==> src/rtl/core/circular_heading_average_top_macros.svh <==
// Assertion macros shared by the circular heading average RTL.
`ifndef CIRCULAR_HEADING_AVERAGE_TOP_MACROS_SVH
`define CIRCULAR_HEADING_AVERAGE_TOP_MACROS_SVH

// Checks a property at every rising clock edge once reset has been released.
`define CHA_ASSERT(label, prop, msg) \
  label: assert property (@(posedge clk) disable iff (!rst_n) (prop)) else $error(msg);

// Checks that a condition holds in the cycle after a trigger.
`define CHA_ASSERT_NEXT(label, trig, cond, msg) \
  label: assert property (@(posedge clk) disable iff (!rst_n) (trig) |=> (cond)) \
    else $error(msg);

`endif

==> src/rtl/core/cha_pkg.sv <==
// Package with the types, constants and tables of the circular heading average.
`default_nettype none
package cha_pkg;

  // Window depth and field widths.
  localparam int WINDOW   = 5;
  localparam int HEAD_W   = 16;
  localparam int SLOT_W   = (WINDOW > 1) ? $clog2(WINDOW) : 1;

  // CORDIC sizing.
  localparam int ITERS    = 24;
  localparam int ITER_W   = $clog2(ITERS);
  localparam int XY_W     = 34;
  localparam int Z_W      = 32;
  localparam int Q15_W    = 16;
  localparam int SUM_W    = Q15_W + $clog2(WINDOW + 1) + 1;

  // Rotation gain in Q4.30 and the half turn in angle units.
  localparam logic signed [XY_W-1:0] CORDIC_GAIN = XY_W'(652032874);
  localparam logic [Z_W-1:0]         HALF_TURN   = 32'h8000_0000;

  // Sequencer states.
  typedef enum logic [2:0] {
    ST_IDLE,
    ST_LOAD,
    ST_ROT,
    ST_ACC,
    ST_VSTART,
    ST_VEC,
    ST_DONE
  } cha_state_t;

  // Arctangent of 2^-i as a fraction of a full turn, 2^32 per turn.
  function automatic logic [Z_W-1:0] atan_lut(input logic [ITER_W-1:0] idx);
    logic [Z_W-1:0] v;
    case (idx)
      5'd0:    v = 32'd536870912;
      5'd1:    v = 32'd316933406;
      5'd2:    v = 32'd167458907;
      5'd3:    v = 32'd85004756;
      5'd4:    v = 32'd42667331;
      5'd5:    v = 32'd21354465;
      5'd6:    v = 32'd10679838;
      5'd7:    v = 32'd5340245;
      5'd8:    v = 32'd2670163;
      5'd9:    v = 32'd1335087;
      5'd10:   v = 32'd667544;
      5'd11:   v = 32'd333772;
      5'd12:   v = 32'd166886;
      5'd13:   v = 32'd83443;
      5'd14:   v = 32'd41722;
      5'd15:   v = 32'd20861;
      5'd16:   v = 32'd10430;
      5'd17:   v = 32'd5215;
      5'd18:   v = 32'd2608;
      5'd19:   v = 32'd1304;
      5'd20:   v = 32'd652;
      5'd21:   v = 32'd326;
      5'd22:   v = 32'd163;
      5'd23:   v = 32'd81;
      default: v = '0;
    endcase
    return v;
  endfunction

endpackage
`default_nettype wire

==> src/rtl/core/circular_heading_average_top.sv <==
// Circular heading average: window store, shared iterative CORDIC and sequencer.
//
// One input beat carries a 16-bit heading (binary angle, 65536 per turn).
// It is written into a ring of the last WINDOW headings, and every heading of
// the ring is turned into a cosine and sine by one shared CORDIC unit that
// runs one micro-rotation per cycle. The summed vector then goes through the
// same unit in vectoring mode, and its direction leaves as one output beat
// with mean_heading and the zero_resultant flag.
// The single CORDIC unit runs its 24 iterations for each window entry
// and once more for the vector angle. A zero resultant skips the vectoring
// pass. One heading is worked on at a time: a new beat is accepted only
// once the sequencer is back in idle, its result moved to the output register.
// in_stall is high while the sequencer is busy. The finished result sits in
// an output register; the next heading is accepted while it waits, and only
// the hand-off of the following result waits for out_stall to drop.
// Reset (synchronous, rst_n low) clears the window to heading zero, the
// write slot, the sequencer and the output valid.
`default_nettype none
`include "circular_heading_average_top_macros.svh"
module circular_heading_average_top (
  input  wire logic                      clk,
  input  wire logic                      rst_n,
  input  wire logic                      in_valid,
  output logic                           in_stall,
  input  wire logic [cha_pkg::HEAD_W-1:0] in_heading,
  output logic                           out_valid,
  input  wire logic                      out_stall,
  output logic [cha_pkg::HEAD_W-1:0]     out_mean_heading,
  output logic                           out_zero_resultant
);
  import cha_pkg::*;

  cha_state_t state_r, state_nxt;

  logic [HEAD_W-1:0]          win_r [WINDOW];
  logic [SLOT_W-1:0]          slot_r, slot_nxt;
  logic [SLOT_W-1:0]          entry_r, entry_nxt;
  logic [ITER_W-1:0]          iter_r, iter_nxt;
  logic signed [XY_W-1:0]     x_r, x_nxt, y_r, y_nxt;
  logic [Z_W-1:0]             z_r, z_nxt;
  logic                       flip_r, flip_nxt;
  logic signed [SUM_W-1:0]    sum_c_r, sum_c_nxt, sum_s_r, sum_s_nxt;
  logic                       zero_r, zero_nxt;
  logic                       out_valid_r;
  logic [HEAD_W-1:0]          out_mean_r;
  logic                       out_zero_r;

  logic                       in_beat;
  logic                       last_iter;
  logic                       rot_mode;
  logic                       sigma;
  logic signed [XY_W-1:0]     x_sh, y_sh;
  logic [Z_W-1:0]             atan_v;
  logic [Z_W-1:0]             ang;
  logic signed [XY_W-1:0]     c_full, s_full;
  logic signed [Q15_W-1:0]    c_q, s_q;
  logic signed [XY_W-1:0]     vx0, vy0;
  logic                       res_load;

  // Rounds a Q4.30 value half up to Q1.15 and saturates it.
  function automatic logic signed [Q15_W-1:0] to_q15(input logic signed [XY_W-1:0] v);
    logic signed [XY_W-1:0] r;
    logic signed [Q15_W-1:0] q;
    r = (v + XY_W'(16384)) >>> 15;
    if (r > XY_W'(32767)) begin
      q = 16'sh7FFF;
    end else if (r < -XY_W'(32768)) begin
      q = 16'sh8000;
    end else begin
      q = r[Q15_W-1:0];
    end
    return q;
  endfunction

  assign in_beat   = in_valid && !in_stall;
  assign last_iter = (iter_r == ITER_W'(ITERS - 1));
  assign res_load  = (state_r == ST_DONE) && (!out_valid_r || !out_stall);

  // Shared micro-rotation: direction from z in rotation mode, from y otherwise.
  assign rot_mode = (state_r == ST_ROT);
  assign sigma    = rot_mode ? !z_r[Z_W-1] : y_r[XY_W-1];
  assign x_sh     = x_r >>> iter_r;
  assign y_sh     = y_r >>> iter_r;
  assign atan_v   = atan_lut(iter_r);

  // Angle of the window entry being loaded; ST_LOAD folds the left half plane.
  assign ang = {win_r[entry_r], {(Z_W-HEAD_W){1'b0}}};

  // Cosine and sine of the finished rotation.
  assign c_full = flip_r ? -x_r : x_r;
  assign s_full = flip_r ? -y_r : y_r;
  assign c_q    = to_q15(c_full);
  assign s_q    = to_q15(s_full);

  // Summed vector scaled by 256 for the vectoring pass.
  assign vx0 = XY_W'(sum_c_r) <<< 8;
  assign vy0 = XY_W'(sum_s_r) <<< 8;

  // Next state.
  always_comb begin
    state_nxt = state_r;
    case (state_r)
      ST_IDLE:   if (in_beat) state_nxt = ST_LOAD;
      ST_LOAD:   state_nxt = ST_ROT;
      ST_ROT:    if (last_iter) state_nxt = ST_ACC;
      ST_ACC:    state_nxt = (entry_r == SLOT_W'(WINDOW - 1)) ? ST_VSTART : ST_LOAD;
      ST_VSTART: state_nxt = (sum_c_r == '0 && sum_s_r == '0) ? ST_DONE : ST_VEC;
      ST_VEC:    if (last_iter) state_nxt = ST_DONE;
      ST_DONE:   if (res_load) state_nxt = ST_IDLE;
      default:   state_nxt = ST_IDLE;
    endcase
  end

  // Handshake outputs.
  always_comb begin
    in_stall           = (state_r != ST_IDLE);
    out_valid          = out_valid_r;
    out_mean_heading   = out_mean_r;
    out_zero_resultant = out_zero_r;
  end

  // Datapath next values.
  always_comb begin
    slot_nxt  = slot_r;
    entry_nxt = entry_r;
    iter_nxt  = iter_r;
    x_nxt     = x_r;
    y_nxt     = y_r;
    z_nxt     = z_r;
    flip_nxt  = flip_r;
    sum_c_nxt = sum_c_r;
    sum_s_nxt = sum_s_r;
    zero_nxt  = zero_r;
    case (state_r)
      ST_IDLE: begin
        if (in_beat) begin
          slot_nxt  = (slot_r == SLOT_W'(WINDOW - 1)) ? '0 : slot_r + 1'b1;
          entry_nxt = '0;
          sum_c_nxt = '0;
          sum_s_nxt = '0;
        end
      end
      ST_LOAD: begin
        flip_nxt = ang[Z_W-1] ^ ang[Z_W-2];
        z_nxt    = (ang[Z_W-1] ^ ang[Z_W-2]) ? (ang ^ HALF_TURN) : ang;
        x_nxt    = CORDIC_GAIN;
        y_nxt    = '0;
        iter_nxt = '0;
      end
      ST_ROT, ST_VEC: begin
        if (sigma) begin
          x_nxt = x_r - y_sh;
          y_nxt = y_r + x_sh;
          z_nxt = z_r - atan_v;
        end else begin
          x_nxt = x_r + y_sh;
          y_nxt = y_r - x_sh;
          z_nxt = z_r + atan_v;
        end
        iter_nxt = iter_r + 1'b1;
      end
      ST_ACC: begin
        sum_c_nxt = sum_c_r + SUM_W'(c_q);
        sum_s_nxt = sum_s_r + SUM_W'(s_q);
        entry_nxt = (entry_r == SLOT_W'(WINDOW - 1)) ? '0 : entry_r + 1'b1;
      end
      ST_VSTART: begin
        zero_nxt = (sum_c_r == '0 && sum_s_r == '0);
        iter_nxt = '0;
        if (vx0 < 0) begin
          x_nxt = -vx0;
          y_nxt = -vy0;
          z_nxt = HALF_TURN;
        end else begin
          x_nxt = vx0;
          y_nxt = vy0;
          z_nxt = '0;
        end
      end
      default: begin
      end
    endcase
  end

  // Control and datapath registers.
  always_ff @(posedge clk) begin
    if (!rst_n) begin
      state_r     <= ST_IDLE;
      slot_r      <= '0;
      entry_r     <= '0;
      iter_r      <= '0;
      out_valid_r <= 1'b0;
      for (int i = 0; i < WINDOW; i++) begin
        win_r[i] <= '0;
      end
    end else begin
      state_r <= state_nxt;
      slot_r  <= slot_nxt;
      entry_r <= entry_nxt;
      iter_r  <= iter_nxt;
      if (in_beat) begin
        win_r[slot_r] <= in_heading;
      end
      if (res_load) begin
        out_valid_r <= 1'b1;
      end else if (!out_stall) begin
        out_valid_r <= 1'b0;
      end
    end
  end

  // Payload registers.
  always_ff @(posedge clk) begin
    x_r     <= x_nxt;
    y_r     <= y_nxt;
    z_r     <= z_nxt;
    flip_r  <= flip_nxt;
    sum_c_r <= sum_c_nxt;
    sum_s_r <= sum_s_nxt;
    zero_r  <= zero_nxt;
    if (res_load) begin
      out_zero_r <= zero_r;
      out_mean_r <= zero_r ? '0 : (z_r[Z_W-1:Z_W-HEAD_W] + HEAD_W'(z_r[Z_W-HEAD_W-1]));
    end
  end

  // Checks.
  `CHA_ASSERT(a_zero_mean, !(out_valid_r && out_zero_r) || out_mean_r == '0, "zero flag with nonzero mean")
  `CHA_ASSERT(a_slot_range, slot_r <= SLOT_W'(WINDOW - 1) && entry_r <= SLOT_W'(WINDOW - 1), "slot out of range")
  `CHA_ASSERT_NEXT(a_res_held, out_valid_r && out_stall && state_r != ST_DONE, out_valid_r, "result dropped while stalled")
  `CHA_ASSERT_NEXT(a_accept_idle, in_beat, state_r == ST_LOAD, "beat did not start a pass")

endmodule
`default_nettype wire
==> config.mk <==
export PLATFORM = sky130hd
export DESIGN_NAME = circular_heading_average_top
export DESIGN_NICKNAME = d
export VERILOG_FILES = /design/src/rtl/core/cha_pkg.sv /design/src/rtl/core/circular_heading_average_top.sv
export VERILOG_INCLUDE_DIRS = /design/src /design/src/rtl/core
export SDC_FILE = /design/constraint.sdc
export NUM_CORES = 1
export LEC_CHECK = 0
export BUFFER_PORTS_ARGS = -buffer_cell sky130_fd_sc_hd__buf_2
export CAP_MARGIN = 20
export CELL_PAD_IN_SITES_DETAIL_PLACEMENT = 0
export CELL_PAD_IN_SITES_GLOBAL_PLACEMENT = 1
export CORE_ASPECT_RATIO = 1.75
export CORE_MARGIN = 8
export CORE_UTILIZATION = 52
export DETAILED_ROUTE_END_ITERATION = 12
export GPL_TIMING_DRIVEN = 0
export PLACE_DENSITY = 0.95
export SYNTH_ARGS = -nofsm -noshare
export SYNTH_HDL_FRONTEND = slang
export SYNTH_SLANG_ARGS = --single-unit
==> constraint.sdc <==
create_clock -name clk -period 9.3 [get_ports clk]
set_clock_uncertainty 0.2 [all_clocks]
set_input_delay 0 -clock clk [delete_from_list [all_inputs] [get_ports clk]]
set_output_delay 0 -clock clk [all_outputs]
set_load 0.01 [all_outputs]
# After elaboration in Yosys (flattened, before gate mapping)
# Memory sizes are Yosys's and may differ from the RTL's. A register that Yosys moved wholly into a read port is not among the register bits.
# Cells that the tools add are included.
# word_totals
inputBits	20
latchBits	0
n_memories	2
output_inout_bits	19
regBits	174
word_cells	123
mem_bits_rw	80
rom_bits	960
# mem_list
name	depth	width	rd	rd_clocked_by_memory_dff	wr	line	text
(no name shown)	32	30	1	1	0	cha_pkg.sv:36	case (idx)
win_r	5	16	1	1	5	circular_heading_average_top.sv:35	logic [HEAD_W-1:0] win_r [WINDOW];
# op_classes
multipliers	0
bitwise	2
addsub	18
n_reduce_logical	21
shift	2
n_eq_ne	14
div_mod_pow	0
mux	45
n_lt_le_gt_ge	5
# ops
op	count
$mux W34	6
$pmux W34 S3	2
$mux W32	3
$pmux W32 S3	1
$mux W16	5
$pmux W20 S2	2
$add A34 B16 Y34 const B	2
$add A34 B34 Y34	2
$neg A28 Y34	2
$neg A34 Y34	2
$sshr A34 B5 Y34	2
$sub A34 B34 Y34	2
$add A20 B16 Y20	2
$logic_not A20 Y1	2
$gt A19 B16 Y1 const B	2
$lt A19 B16 Y1 const B	2
$mux W3	11
$add A32 B32 Y32	1
$sub A32 B32 Y32	1
$lt A28 B1 Y1 const B	1
$pmux W3 S7	1
$mux W20	1
$add A16 B1 Y16	1
$reduce_or A16 Y1	1
24 further kinds	50

# Logic depth before layout (Yosys ltp)
# depth
word_depth	8
mapped_depth	29
ltp_nobuf	27

# Worst setup path before layout
# OpenSTA, ideal clock, no wires.
# synth_path
path_type	reg2reg
from	register state_r[1]
to	register atan_v[4] (netlist name)
synth_period_minus_slack_ns	7.244
arrival_ns	6.912
path_buffers	2
path_slack_ns	2.056
required_time_ns	8.967
path_stages_with_launch	13
path_cell_list	dfxtp_1 clkbuf_1 o21a_1 nor2_1 nand4_1 xnor2_1 nand2b_1 buf_2 clkinv_1 nor2_1 a211oi_1 a211oi_1 o31ai_1
# synth_between
elab_chain_len	5
# synth_lines
element	line	text
from (decl)	circular_heading_average_top.sv:33	cha_state_t state_r, state_nxt;
from (signal assigned)	circular_heading_average_top.sv:197	state_r <= state_nxt;
$eq A3 B3 Y1, or another cell as far along	circular_heading_average_top.sv:134	case (state_r)
$reduce_or A2 Y1 (on tied branches)	n/a	
$pmux W5 S2 / $reduce_bool A2 Y1 (equally long branches)	n/a	
$mux W5 (no source line) (*) (2 in a row)	n/a	
# Every way passes the cells marked *; elsewhere a longest branch is shown, timed or not.
# A chain may end at the register's enable or synchronous reset.

# Worst setup path in the final report
# layout_path
from	register iter_r[3]
to	register x_r[27], data pin
# layout_between
elab_chain_len	4
# layout_lines
element	line	text
from (decl)	circular_heading_average_top.sv:38	logic [ITER_W-1:0] iter_r, iter_nxt;
from (signal assigned)	circular_heading_average_top.sv:200	iter_r <= iter_nxt;
$sshr A34 B5 Y34 (*)	circular_heading_average_top.sv:83	assign y_sh = y_r >>> iter_r;
$add A34 B34 Y34 / $sub A34 B34 Y34 (equally long branches)	circular_heading_average_top.sv:156, circular_heading_average_top.sv:152	
$mux W34 (*)	circular_heading_average_top.sv:151	if (sigma) begin
$pmux W34 S3 (*)	circular_heading_average_top.sv:134	
named net x_nxt[27]	circular_heading_average_top.sv:39	logic signed [XY_W-1:0] x_r, x_nxt, y_r, y_nxt;
to (signal assigned)	circular_heading_average_top.sv:214	x_r <= x_nxt;
to (decl)	circular_heading_average_top.sv:39	
# The timed path passes the listed nets; every way through them passes the cells marked *.

==> key figures <==
Job
  • Max Cap Violations: 0

Yosys
  • Share of the synthesized area in the top cell type: about 28%
  • Post-Syn Nets: approximately 3400
  • Number of enable flip-flop cells after synthesis: between 200 and 300
  • Top_reg_cell synth: edfxtp_1
  • Cells after synthesis: 3230
  • Register bit total from synthesis: approximately 340
  • Top-count cell post-synth: edfxtp_1
  • Avg Cell Area, Syn: approximately 9.4 um^2
  • Cell taking the most area after synthesis: edfxtp_1
  • Top cells by count, synth: edfxtp_1, nor2_1, nand2_1
  • Largest cells by area after synthesis: edfxtp_1, mux4_2, ha_1
  • Asr flop ratio synth: 0%
  • Post-synthesis sequential area ratio: between 30% and 40%
  • Yosys cell types: between 100 and 150
  • Mapped Area: 30480 um^2
  • Ys Warns: 0

Route
  • 1st-pass router iterations: 6
  • Iter 0 DRT Violations: roughly 3000
  • Avg WL per Cell: between 30 and 40 um
  • Detail Route Antenna Nets: 0
  • Routed vias/inst: 7.046
  • DR vias: roughly 29000
  • DRC: 0
  • Final WL: 143200 um

Floorplanning
  • Die extent in y: ~340 um
  • Die ar.: 66930 um^2
  • Initial Util: 52.45%
  • Site row count: between 100 and 150
  • Core region area: about 58000 um^2
  • Number of I/O pins: 39
  • Die width: between 150 and 200 um

GRT
  • GRT Total Usage: 42.87%
  • Largest net degree at the start of global routing: 38
  • Vias in the first global route: 29380
  • Initial antenna violation count: 10
  • Gr ovfl total: 0
  • First-pass GRT wire length: 206000 um

Clocking
  • Postcts setup bufs: 0
  • Cts hold-fix bufs: 33
  • CTS Sinks: ~340
  • Post_cts resized: 0
  • Clk root buf: clkbuf_16
  • Num CTS Buffers: 28
  • Clk_lat worst skew: 0.63 ns
  • Clk pin slew, worst setup/hold paths: roughly 0.070 ns
  • Clock buffer depth: 3
  • H-tree levels: 1
  • CTS tree: yes

Placed design
  • Dpl cells: around 4100
  • Buffers on Ports: 38
  • RePlAce Congestion: between 1 and 1.5
  • Pre-CTS setup slack: between 1 and 1.5 ns
  • HPWL Detailed: approximately 110000 um

Setup path
  • Buf/Inv on CP: 4
  • CP Max Fanout: 10
  • Worst Setup End Kind: register
  • Crit start category: register
  • Crit. path cell count: 23
  • R2R Path End: x_r[27]
  • Crit-path slowest cell: clkbuf_1
  • Delay-heaviest family, CP: compound AO/OA/AOI/OAI gates
  • Setup CP Type: reg -> reg
  • WP data arrival: between 9 and 10 ns
  • Worst path max stage delay: 0.88 ns
  • Setup crit end: x_r[27]
  • R2R setup slack: roughly 0.42 ns
  • CP startpoint: iter_r[3]
  • CP cell instances: buf_2, buf_2, or2_2, clkbuf_1, clkbuf_1, o22ai_1, a221oi_2, ha_1, nand2_1, or3_1, and3b_1, a21oi_1, xnor2_1, ha_1, a21o_1, a21o_1, a2111oi_0, o21a_1, nor3_1, a21oi_1, a21oi_1, xnor2_1, o22ai_1
  • Reg2reg start: iter_r[3]
  • Cell mode on critical path: a21oi_1
  • FF-to-FF path depth: 23
  • Required time of the critical path: 9.44 ns

Power
  • Leak: 12.35 nW
  • Peak VDD IR: about 0.21 mV
  • Power Density: approximately 220 nW/um^2

Timing
  • Period utilisation layout: between 90% and 100%
  • Worst slew margin: approximately 15%
  • FMAX: roughly 0.11 GHz
  • Setup WS post-layout: between 0.4 and 0.5 ns
  • Setup Viol. Count Final: 0
  • Slew at the pin with the worst max-slew slack: ~1.3 ns
  • Slew Limit Fails: 0
  • Final min period: around 8.9 ns
  • RSZ-0062 raised after global routing: false
  • Hold Vio Cnt, Final: 0

Layout
  • Finished Layout Cells: a little over 4000
  • Area Growth Syn to Fin: 9.309%
  • Final layout net count: approximately 3500
  • Layout cell share with drive strength beyond 1: between 10% and 20%

Hold path
  • HP Class: in -> reg

Status
  • Outcome: finished clean
## layout by cell type, fill, tap and decap left out, types with 20 or more instances in the layout
cell,synthesis,final
o22ai_1,59,59
nor2b_1,38,38
mux4_2,122,122
nor3_1,72,72
o31ai_1,39,39
nand2b_1,49,49
clkbuf_16,0,29
a21o_1,60,60
or2_2,24,24
a21oi_1,197,196
a31oi_1,36,36
clkbuf_1,127,130
nand3_1,76,76
mux2_2,29,29
and3_1,50,50
a211oi_1,24,23
buf_1,20,20
xnor2_1,151,151
inv_1,89,89
o21a_1,30,30
mux2i_1,66,66
dlygate4sd3_1,0,34
dfxtp_1,48,48
edfxtp_1,287,287
and2_1,114,114
nand2_1,231,230
nor2_1,266,262
or3_1,26,26
xor2_1,141,141
o21ai_0,189,185
ha_1,156,156
buf_2,38,77
## stage by stage
step                hold slack [ns]  power, mW  cell area (um^2)  TNS [ns]  utilization, %
global route                0.05254      7.577             33310         0           57.31
floorplan                   -0.1011      4.573             30480         0               -
detailed placement          0.05914      5.694             31860         0           54.83
CTS                        0.002523      7.055             33220         0           57.16
finish                      0.05896      7.274             33320         0           57.34
global placement            0.05543      5.678             31640    -28.61           54.44
## power breakdown
group	internal, mW	switching [mW]	total [mW]
combinational	1.47	2.47	3.95
sequential	1.78	0.191	1.97
clock	0.728	0.629	1.36
## metal layers
metal	global-route usage [%]	part of all wire, %	vias to the layer above
met4	40.66	12	2
met5	0.07402	0.0091	-
met2	70.22	47	1968
li1	-	-	12430
met3	12.36	9.1	746
met1	43.01	32	14130
## state kept, by name (all words and copies together), names as in the netlist, 5 cells and up, named ones only
signal and flops:
atan_v 30, iter_r 5, out_mean_heading 16, sum_c_r 20
sum_s_r 20, win_r 128, x_r 34, y_r 34
z_r 32
## how the worst min path moves through the flow
stage,cells past startpoint,from,to,slack (ns)
6_report,2,in_heading[3],win_r[7][3],0.06
5_1_grt,2,in_heading[3],win_r[7][3],0.05
4_1_cts,2,in_heading[15],win_r[6][15],0.003
3_5_place_dp,1,in_heading[8],win_r[6][8],0.06
3_3_place_gp,1,in_heading[8],win_r[5][8],0.06
2_1_floorplan,0,in_heading[0],win_r[5][0],-0.10
## cell type report
| type | instances | area [um^2] |
|---|---|---|
| multi-input cells | 2599 | 19690 |
| repair buffers | 93 | 792.0 |
| flip-flops and latches | 335 | 9579 |
| clock inverters | 20 | 289.0 |
| fillers | 5114 | 24800 |
| diodes | 6 | 15.01 |
| clock buffers | 32 | 737.0 |
| plain buffers | 200 | 892.1 |
| inverters | 96 | 360.3 |
| well taps | 773 | 967.2 |
## kinds of logic (layout without fill, tap and decap cells)
family / after synthesis / count (layout) / share of synthesized area (%)
mux: 219 / 219 / 12.33
other cells: 0 / 6 / 0
buf+inv: 296 / 441 / 4.109
simple gates: 1064 / 1064 / 18.10
fa+ha+maj: 161 / 161 / 6.731
xor+xnor: 295 / 295 / 8.591
compound gates: 860 / 860 / 18.72
flops: 335 / 335 / 31.42
## worst register-to-register path, cell delays in order, from the launching register on
cell and delay (ns):
dfxtp_1 0.55, buf_2 0.44, buf_2 0.49, or2_2 0.20, clkbuf_1 0.59, clkbuf_1 0.88
o22ai_1 0.27, a221oi_2 0.50, ha_1 0.30, nand2_1 0.09, or3_1 0.44, and3b_1 0.37
a21oi_1 0.12, xnor2_1 0.37, ha_1 0.37, a21o_1 0.20, a21o_1 0.18, a2111oi_0 0.44
o21a_1 0.22, nor3_1 0.06, a21oi_1 0.22, a21oi_1 0.20, xnor2_1 0.80, o22ai_1 0.16
Note: power is estimated with default switching activity, not from simulation.
